**src/hw/rtl/led_status_pattern_sequencer_unit_macros.svh**
```systemverilog
// Assertion helpers for the LED status pattern sequencer.
// Every check is sampled on the rising clock edge and is off while rst is high.
`ifndef LED_STATUS_PATTERN_SEQUENCER_UNIT_MACROS_SVH
`define LED_STATUS_PATTERN_SEQUENCER_UNIT_MACROS_SVH

`ifndef SYNTHESIS

// Checks an implication (or a plain property) on every clock edge.
`define LSPS_ASSERT(label, prop) \
  label: assert property (@(posedge clk) disable iff (rst) (prop)) \
    else $error("lsps assertion failed");

// When the first expression holds, the second must hold in the cycle after.
`define LSPS_ASSERT_NEXT(label, ante, cons) \
  label: assert property (@(posedge clk) disable iff (rst) (ante) |=> (cons)) \
    else $error("lsps next-cycle assertion failed");

`else

`define LSPS_ASSERT(label, prop)
`define LSPS_ASSERT_NEXT(label, ante, cons)

`endif

`endif

```
**src/hw/rtl/lsps_pkg.sv**
```systemverilog
`default_nettype none

package lsps_pkg;

  // Field and register widths
  localparam int CFG_W       = 16;
  localparam int MODE_W      = 4;
  localparam int CFG_IDX_W   = 3;
  localparam int COUNT_W_DEF = 16;

  // Mode codes (request and current mode share this encoding)
  localparam logic [MODE_W-1:0] MODE_OFF        = 4'd0;
  localparam logic [MODE_W-1:0] MODE_POWERUP    = 4'd1;
  localparam logic [MODE_W-1:0] MODE_APCONN     = 4'd2;
  localparam logic [MODE_W-1:0] MODE_FACTORY    = 4'd3;
  localparam logic [MODE_W-1:0] MODE_ROUTER     = 4'd4;
  localparam logic [MODE_W-1:0] MODE_USER       = 4'd5;
  localparam logic [MODE_W-1:0] MODE_SETUP      = 4'd6;
  localparam logic [MODE_W-1:0] MODE_PAIR       = 4'd7;
  localparam logic [MODE_W-1:0] MODE_LOWBATCALL = 4'd8;
  localparam logic [MODE_W-1:0] MODE_PAIRLOWBAT = 4'd9;
  localparam logic [MODE_W-1:0] MODE_NORMALCALL = 4'd10;
  localparam logic [MODE_W-1:0] MODE_FTEST      = 4'd11;

  // Configuration register indexes
  localparam logic [CFG_IDX_W-1:0] REG_HOLD_SHORT    = 3'd0;
  localparam logic [CFG_IDX_W-1:0] REG_LOWBAT_CALL   = 3'd1;
  localparam logic [CFG_IDX_W-1:0] REG_USER_CONN     = 3'd2;
  localparam logic [CFG_IDX_W-1:0] REG_PAIR_MODE     = 3'd3;
  localparam logic [CFG_IDX_W-1:0] REG_BLINK_ON      = 3'd4;
  localparam logic [CFG_IDX_W-1:0] REG_PAIR_PERIOD   = 3'd5;
  localparam logic [CFG_IDX_W-1:0] REG_LOWBAT_PERIOD = 3'd6;

  // Register reset values
  localparam logic [CFG_W-1:0] RST_HOLD_SHORT    = 16'd20;
  localparam logic [CFG_W-1:0] RST_LOWBAT_CALL   = 16'd30;
  localparam logic [CFG_W-1:0] RST_USER_CONN     = 16'd50;
  localparam logic [CFG_W-1:0] RST_PAIR_MODE     = 16'd600;
  localparam logic [CFG_W-1:0] RST_BLINK_ON      = 16'd2;
  localparam logic [CFG_W-1:0] RST_PAIR_PERIOD   = 16'd10;
  localparam logic [CFG_W-1:0] RST_LOWBAT_PERIOD = 16'd3;

  // Handshake between the sequencer and the remainder unit
  typedef struct packed {
    logic start;
  } mod_ctl_t;

  typedef struct packed {
    logic busy;
    logic done;
  } mod_stat_t;

endpackage

`default_nettype wire

```
**src/hw/rtl/lsps_mod_unit.sv**
```systemverilog
`default_nettype none

// Bit-serial remainder: one restoring subtract step per cycle,
// one step for each dividend bit of a request.
module lsps_mod_unit
  import lsps_pkg::*;
#(
  parameter int COUNT_WIDTH = COUNT_W_DEF
) (
  input  wire logic                   clk,
  input  wire logic                   rst,
  input  wire mod_ctl_t               ctl,
  input  wire logic [COUNT_WIDTH-1:0] dividend,
  input  wire logic [CFG_W-1:0]       divisor,
  output mod_stat_t                   stat,
  output logic [CFG_W-1:0]            rem
);

  localparam int STEP_W = $clog2(COUNT_WIDTH);

  logic                   busy;
  logic [STEP_W-1:0]      step;
  logic [COUNT_WIDTH-1:0] dvd;
  logic [CFG_W-1:0]       dvs;
  logic [CFG_W:0]         trial;
  logic                   fits;
  logic                   last;

  // Shift in the next dividend bit and try a subtract
  assign trial = {rem, dvd[COUNT_WIDTH-1]};
  assign fits  = (trial >= {1'b0, dvs});
  assign last  = busy && (step == STEP_W'(COUNT_WIDTH - 1));

  // Control
  always_ff @(posedge clk) begin
    if (rst) begin
      busy <= 1'b0;
      step <= '0;
    end else if (ctl.start) begin
      busy <= 1'b1;
      step <= '0;
    end else if (busy) begin
      busy <= !last;
      step <= step + 1'b1;
    end
  end

  // Datapath
  always_ff @(posedge clk) begin
    if (ctl.start) begin
      rem <= '0;
      dvd <= dividend;
      dvs <= divisor;
    end else if (busy) begin
      rem <= fits ? CFG_W'(trial - {1'b0, dvs}) : trial[CFG_W-1:0];
      dvd <= {dvd[COUNT_WIDTH-2:0], 1'b0};
    end
  end

  assign stat.busy = busy;
  assign stat.done = last;

endmodule

`default_nettype wire

```
**src/hw/rtl/led_status_pattern_sequencer_unit.sv**
```systemverilog
`default_nettype none

// LED status pattern sequencer. Each accepted input item is one tick that may
// carry a mode request; each tick yields one result with the LED level and the
// current mode. For each item the request is latched and the mode switched at
// acceptance, then the bit-serial remainder of the tick count by the blink period
// is formed, and finally the mode is evaluated. in_stall is high from
// acceptance until the evaluation is committed. A finished result
// sits in an output register, so the next tick can be accepted while it waits;
// evaluation of that next tick holds only if the previous result is still
// untaken. Configuration writes go through a plain write port and must be made
// while the block is idle.
`include "led_status_pattern_sequencer_unit_macros.svh"

module led_status_pattern_sequencer_unit
  import lsps_pkg::*;
#(
  parameter int COUNT_WIDTH = COUNT_W_DEF
) (
  input  wire logic                 clk,
  input  wire logic                 rst,
  // configuration
  input  wire logic                 cfg_write,
  input  wire logic [CFG_IDX_W-1:0] cfg_index,
  input  wire logic [CFG_W-1:0]     cfg_data,
  // input tick
  input  wire logic                 in_valid,
  output logic                      in_stall,
  input  wire logic                 request_valid,
  input  wire logic [MODE_W-1:0]    requested_mode,
  // result
  output logic                      out_valid,
  input  wire logic                 out_stall,
  output logic                      led_on,
  output logic [MODE_W-1:0]         mode_now
);

  localparam int CMP_W = (COUNT_WIDTH > CFG_W) ? COUNT_WIDTH : CFG_W;

  typedef enum logic [2:0] {
    S_IDLE = 3'b001,
    S_DIV  = 3'b010,
    S_EVAL = 3'b100
  } state_t;

  state_t state;

  // Configuration registers
  logic [CFG_W-1:0] hold_short_ticks;
  logic [CFG_W-1:0] lowbat_call_ticks;
  logic [CFG_W-1:0] user_connected_ticks;
  logic [CFG_W-1:0] pair_mode_ticks;
  logic [CFG_W-1:0] blink_on_ticks;
  logic [CFG_W-1:0] pair_blink_period;
  logic [CFG_W-1:0] lowbat_blink_period;

  // Sequencer state
  logic                   pending_valid;
  logic [MODE_W-1:0]      pending_mode;
  logic [MODE_W-1:0]      current_mode;
  logic [COUNT_WIDTH-1:0] tick_count;
  logic                   led_level;
  logic                   frozen;

  logic                   accept;
  logic                   out_busy;
  logic                   commit;
  logic                   pend_valid_next;
  logic [MODE_W-1:0]      pend_mode_next;
  logic                   freeze_next;
  logic                   do_switch;
  logic [MODE_W-1:0]      start_mode;
  logic [COUNT_WIDTH-1:0] start_count;

  mod_ctl_t               mod_ctl;
  mod_stat_t              mod_stat;
  logic [CFG_W-1:0]       mod_rem;

  logic [CFG_W-1:0]       blink_period;
  logic [CMP_W-1:0]       count_ext;
  logic [CMP_W-1:0]       count_inc_ext;
  logic [CMP_W-1:0]       phase;
  logic [COUNT_WIDTH-1:0] count_inc;
  logic                   blink;

  logic [MODE_W-1:0]      mode_next;
  logic [COUNT_WIDTH-1:0] count_next;
  logic                   led_next;

  // Blink period used by a mode
  function automatic logic [CFG_W-1:0] period_of(
    input logic [MODE_W-1:0] mode,
    input logic [CFG_W-1:0]  hold_p,
    input logic [CFG_W-1:0]  pair_p,
    input logic [CFG_W-1:0]  lowbat_p
  );
    logic [CFG_W-1:0] p;
    case (mode)
      MODE_SETUP, MODE_PAIR:           p = pair_p;
      MODE_LOWBATCALL, MODE_PAIRLOWBAT: p = lowbat_p;
      default:                         p = hold_p;
    endcase
    return p;
  endfunction

  assign in_stall = (state != S_IDLE);
  assign accept   = in_valid && !in_stall;
  assign out_busy = out_valid && out_stall;
  assign commit   = (state == S_EVAL) && !out_busy;

  // Configuration writes
  always_ff @(posedge clk) begin
    if (rst) begin
      hold_short_ticks     <= RST_HOLD_SHORT;
      lowbat_call_ticks    <= RST_LOWBAT_CALL;
      user_connected_ticks <= RST_USER_CONN;
      pair_mode_ticks      <= RST_PAIR_MODE;
      blink_on_ticks       <= RST_BLINK_ON;
      pair_blink_period    <= RST_PAIR_PERIOD;
      lowbat_blink_period  <= RST_LOWBAT_PERIOD;
    end else if (cfg_write) begin
      case (cfg_index)
        REG_HOLD_SHORT:    hold_short_ticks     <= cfg_data;
        REG_LOWBAT_CALL:   lowbat_call_ticks    <= cfg_data;
        REG_USER_CONN:     user_connected_ticks <= cfg_data;
        REG_PAIR_MODE:     pair_mode_ticks      <= cfg_data;
        REG_BLINK_ON:      blink_on_ticks       <= cfg_data;
        REG_PAIR_PERIOD:   pair_blink_period    <= cfg_data;
        REG_LOWBAT_PERIOD: lowbat_blink_period  <= cfg_data;
        default: ;
      endcase
    end
  end

  // Request latch and mode switch at acceptance
  always_comb begin
    pend_valid_next = pending_valid;
    pend_mode_next  = pending_mode;
    if (request_valid && (requested_mode <= MODE_FTEST)) begin
      pend_valid_next = 1'b1;
      pend_mode_next  = requested_mode;
    end
    freeze_next = pend_valid_next && (pend_mode_next == MODE_FTEST);
    do_switch   = !freeze_next && pend_valid_next && (pend_mode_next != current_mode);
    start_mode  = do_switch ? pend_mode_next : current_mode;
    start_count = do_switch ? '0 : tick_count;
  end

  // Remainder of the tick count by the mode's blink period
  assign mod_ctl.start = accept;

  lsps_mod_unit #(
    .COUNT_WIDTH(COUNT_WIDTH)
  ) u_mod (
    .clk      (clk),
    .rst      (rst),
    .ctl      (mod_ctl),
    .dividend (start_count),
    .divisor  (period_of(start_mode, hold_short_ticks, pair_blink_period,
                         lowbat_blink_period)),
    .stat     (mod_stat),
    .rem      (mod_rem)
  );

  // Mode evaluation
  always_comb begin
    blink_period  = period_of(current_mode, hold_short_ticks, pair_blink_period,
                              lowbat_blink_period);
    count_inc     = tick_count + 1'b1;
    count_ext     = CMP_W'(tick_count);
    count_inc_ext = CMP_W'(count_inc);
    phase         = (blink_period == '0) ? count_ext : CMP_W'(mod_rem);
    blink         = (phase < CMP_W'(blink_on_ticks));

    mode_next  = current_mode;
    count_next = tick_count;
    led_next   = led_level;
    if (!frozen) begin
      case (current_mode)
        MODE_OFF: begin
          led_next = 1'b0;
        end
        MODE_POWERUP, MODE_NORMALCALL: begin
          if (count_ext < CMP_W'(hold_short_ticks)) begin
            led_next   = 1'b1;
            count_next = count_inc;
          end else begin
            mode_next = MODE_OFF;
          end
        end
        MODE_APCONN: begin
          led_next   = blink;
          count_next = count_inc;
        end
        MODE_FACTORY: begin
          led_next = 1'b1;
        end
        MODE_ROUTER, MODE_USER: begin
          if (count_ext <= CMP_W'(user_connected_ticks)) begin
            led_next   = 1'b1;
            count_next = count_inc;
          end else begin
            mode_next = MODE_OFF;
          end
        end
        MODE_SETUP, MODE_PAIR: begin
          led_next   = blink;
          count_next = count_inc;
          if (count_inc_ext >= CMP_W'(pair_mode_ticks)) begin
            mode_next = MODE_OFF;
          end
        end
        MODE_LOWBATCALL, MODE_PAIRLOWBAT: begin
          if ((current_mode == MODE_LOWBATCALL) &&
              (count_ext >= CMP_W'(lowbat_call_ticks))) begin
            mode_next = MODE_OFF;
          end
          led_next   = blink;
          count_next = count_inc;
        end
        default: ;
      endcase
    end
  end

  // Sequencer
  always_ff @(posedge clk) begin
    if (rst) begin
      state         <= S_IDLE;
      pending_valid <= 1'b0;
      pending_mode  <= MODE_OFF;
      current_mode  <= MODE_OFF;
      tick_count    <= '0;
      led_level     <= 1'b0;
      frozen        <= 1'b0;
    end else begin
      case (state)
        S_IDLE: begin
          if (accept) begin
            pending_valid <= do_switch ? 1'b0 : pend_valid_next;
            pending_mode  <= pend_mode_next;
            current_mode  <= start_mode;
            tick_count    <= start_count;
            frozen        <= freeze_next;
            state         <= S_DIV;
          end
        end
        S_DIV: begin
          if (mod_stat.done) begin
            state <= S_EVAL;
          end
        end
        S_EVAL: begin
          if (commit) begin
            current_mode <= mode_next;
            tick_count   <= count_next;
            led_level    <= led_next;
            state        <= S_IDLE;
          end
        end
        default: state <= S_IDLE;
      endcase
    end
  end

  // Result register
  always_ff @(posedge clk) begin
    if (rst) begin
      out_valid <= 1'b0;
    end else if (commit) begin
      out_valid <= 1'b1;
    end else if (out_valid && !out_stall) begin
      out_valid <= 1'b0;
    end
  end

  always_ff @(posedge clk) begin
    if (commit) begin
      led_on   <= led_next;
      mode_now <= mode_next;
    end
  end

  // Checks
  `LSPS_ASSERT(a_done_in_div, mod_stat.done |-> (state == S_DIV))
  `LSPS_ASSERT(a_busy_matches_div, mod_stat.busy |-> (state == S_DIV))
  `LSPS_ASSERT(a_mode_legal, out_valid |-> (mode_now <= MODE_FTEST))
  `LSPS_ASSERT_NEXT(a_freeze_holds, commit && frozen,
    out_valid && (mode_now == $past(current_mode)) && (led_on == $past(led_level)))
  `LSPS_ASSERT_NEXT(a_accept_starts_div, accept, (state == S_DIV) && mod_stat.busy)

endmodule

`default_nettype wire
```
**config.mk**
```make
export PLATFORM = sky130hd
export DESIGN_NAME = led_status_pattern_sequencer_unit
export DESIGN_NICKNAME = d
export VERILOG_FILES = /design/src/hw/rtl/lsps_pkg.sv /design/src/hw/rtl/lsps_mod_unit.sv /design/src/hw/rtl/led_status_pattern_sequencer_unit.sv
export VERILOG_INCLUDE_DIRS = /design/src /design/src/hw/rtl
export SDC_FILE = /design/constraint.sdc
export NUM_CORES = 1
export LEC_CHECK = 0
export ABC_AREA = 0
export BUFFER_PORTS_ARGS = -buffer_cell sky130_fd_sc_hd__buf_2
export CORE_MARGIN = 10
export CORE_UTILIZATION = 40
export CTS_CLUSTER_DIAMETER = 50
export DETAILED_ROUTE_END_ITERATION = 12
export PLACE_DENSITY = 0.68
export SKIP_LAST_GASP = 1
export SYNTH_ARGS = -nofsm -noshare
export SYNTH_HDL_FRONTEND = slang
export SYNTH_SLANG_ARGS = --single-unit
```
**constraint.sdc**
```tcl
create_clock -name clk -period 3.5 [get_ports clk]
set_input_delay 0.525 -clock clk [delete_from_list [all_inputs] [get_ports clk]]
set_output_delay 0.525 -clock clk [all_outputs]
set_load 0.05 [all_outputs]
```
==> impl_metrics.tcl <==
set metrics [dict create \
    hold_class "in -> reg" \
    grt_pass1_wl_um 53200 \
    hold_path_depth 2 \
    drive_gt1_share_pct 11.4 \
    drtAntennaViolNets 0 \
    yosysTopAreaCell "dfxtp_1" \
    cts.clk_slew.worst_paths_ps 60 \
    finalSetupViolCount 0 \
    synth_top_area_share_pct 28.6 \
    drt-total-wl_um 33500 \
    start_util_pct 40.9 \
    max_freq_ghz 0.305 \
    worstMarginPinSlew_ps 987 \
    synth.area.top_cells "dfxtp_1, ha_1, edfxtp_1" \
    reg2reg_slack_ps 220 \
    drc 0 \
    fin_util_pct 46.7 \
    period_share_pct 93.8 \
    crit_required_ps 3900 \
    grt_util_all_layers_pct 18.2 \
    hpwl_um 24300 \
    ys_types 76 \
    crit_chain "nor4_2 > nand3_1 > o21ai_0 > o22ai_2 > buf_4 > mux2_2 > ha_1 > nor2b_1 > o21ai_0 > nand2b_1 > a211o_1 > o31a_1 > nand4b_1 > o211a_1" \
    antennaDiodeCount 0 \
    yosysSeqAreaShare_pct 38.3 \
    critPathSlowestCell "nor4_2" \
    die_w_um 189 \
    fin_ws_ps 218 \
    pre_cts_ws_ps 200 \
    dr.pass1.iters 5 \
    endpoint_kind "register" \
    grt_pass1_vias 9894 \
    synth_ff_type "dfxtp_1" \
    p_leak_nw 5.23 \
    synthArstFlopShare_pct 0 \
    vias_per_cell 5.53 \
    crit_arrival_ps 3680 \
    syn2layout_area_growth_pct 14.0 \
    synth_edf_count 37 \
    peakVddDrop_uv 347 \
    critPathKind "reg -> reg" \
    ys_warn_count 0 \
    cts.sinks 201 \
    cts-buffers-inserted 28 \
    nNetsFinal 1561 \
    cts_tree "yes" \
    ys_seq_elements 201 \
    clk_latency_ps 540 \
    clockBufferDepth 3 \
    finalHoldViolations 0 \
    final_max_slew_viol_count 0 \
    status "finished clean" \
    fin_skew_ps 18.3 \
    std_cell_rows 61 \
    drt_iter0_drc 905 \
    maxSlewHeadroom_pct 33.9 \
    port_buffers 35 \
    fin_setup_tns_ps 0 \
    max_stage_delay_ps 380 \
    synthesis.area_um2 11500 \
    layout_common_cells "nand2_1, dfxtp_1, a21oi_1" \
    min_period_ps 3280 \
    ios 36 \
    final_common_cell "nand2_1" \
    grt_max_degree 79 \
    worstRegToRegCells 14 \
    power_density_nw_per_um2 499 \
    die_h_um 189 \
    maxCapViolCount 0 \
    vias 10134 \
    gp_congestion 0.907 \
    h-tree-depth 1 \
    crit_path_start_kind "register" \
    grt_setup_unrepaired "no" \
    worst-path-max-fanout 6 \
    wl_per_cell_um 18.3 \
    total_power_mw 6.52 \
    postSynthAreaPerCell_um2 8.19 \
    core_area_um2 28000 \
    die_area_um2 35800 \
    clockRootBuffer "clkbuf_16" \
    antenna_found_initial 1 \
    path_common_cell "o21ai_0" \
    overflow 0 \
    synth_nets 1526 \
    syn_inst 1400 \
]
critical path: cells and delay by family (launching register included):
kind            cells  cell delay [ps]
compound gates      6             1250
fa+ha+maj           1              290
buf+inv             1              170
flops               1              330
mux                 1              260
simple gates        5              850
metrics by stage:
| step | area, µm² | instances | hold slack (ps) |
|---|---|---|---|
| finish | 13100 | 1833 | 270 |
| global route | 13100 | 1833 | 268 |
| CTS | 13100 | 1832 | 255 |
| detailed placement | 12100 | 1782 | 447 |
| global placement | 12100 | 1782 | 443 |
| floorplan | 11500 | 1400 | 436 |
cells by family after synthesis:
logic type               share of synthesized area, %
AO/OA/AOI/OAI                                    20.9
XOR/XNOR                                         2.37
adder cells (fa/ha/maj)                          10.7
buffers and inverters                            6.46
flip-flops                                       38.3
multiplexers                                     1.36
AND/OR/NAND/NOR                                  19.9
cells in the mapped netlist (3+ instances only):
master	n
o21ai_2	6
nor2b_1	17
nand3b_1	9
mux2i_1	5
o21a_1	12
a211o_1	12
o21ai_0	55
nand4_1	19
ha_1	96
dfxtp_1	164
xnor2_1	17
nor2_1	63
xor2_1	14
a221o_1	16
or3_1	4
and4_1	3
mux2_2	7
buf_1	3
a21o_1	25
edfxtp_1	37
nor4_1	13
nor3_1	35
o211ai_1	7
clkbuf_1	55
nand2_1	274
o31ai_1	10
o2bb2ai_1	3
a21oi_1	159
inv_1	114
a31oi_1	14
buf_4	3
nand3_1	25
and3_1	11
a21oi_4	5
buf_6	3
buf_2	7
o21ai_1	3
a211oi_1	10
o221ai_1	5
or2_2	4
nand2b_1	12
layer usage:
metal  global-route usage [%]  wire [µm]  up-vias
li1                         -          -     4966
met1                     23.7      14700     4724
met2                     29.1      15200      347
met3                     3.29       2260       95
met4                     7.66       1390        2
met5                        0         18        -
power breakdown:
part	internal (mW)	switching, mW	total, mW
Sequential	2.49	0.105	2.60
Combinational	0.459	0.701	1.16
Clock	1.63	1.13	2.76
area by class of cell:
type	instances	area, µm²
fillers	2703	14900
repair buffers	76	510
multi-input cells	1013	6360
clock buffers	34	754
well taps	378	473
inverters	115	432
clock inverters	16	149
flip-flops and latches	201	4390
final timing paths:
check | endpoint | startpoint
min | current_mode[0]$_SDFFE_PP0P_ | rst
min reg2reg | lowbat_call_ticks[13]$_SDFFE_PP0P_ | lowbat_call_ticks[13]$_SDFFE_PP0P_
max reg2reg | led_on$_DFFE_PP_ | lowbat_blink_period[1]$_SDFFE_PP1P_
max | led_on$_DFFE_PP_ | lowbat_blink_period[1]$_SDFFE_PP1P_
flip-flops by register name (all words and copies together) (netlist names):
register and flops:
u_mod.rem 16, out_valid 1, state 3, u_mod.dvd 16
pending_mode 4, pair_mode_ticks 16, frozen 1, mode_now 4
lowbat_call_ticks 16, hold_short_ticks 16, blink_on_ticks 16, led_level 1
current_mode 4, pending_valid 1, lowbat_blink_period 16, u_mod.dvs 16
u_mod.busy 1, count_ext 16, u_mod.step 4, pair_blink_period 16
user_connected_ticks 16, led_on 1
what timing repair did:
action	in CTS	in global routing
buffers inserted	0	1
gates resized for setup	0	3
setup endpoints to repair	0	5
hold buffers	0	0
Power figures use the tool's default switching activity.
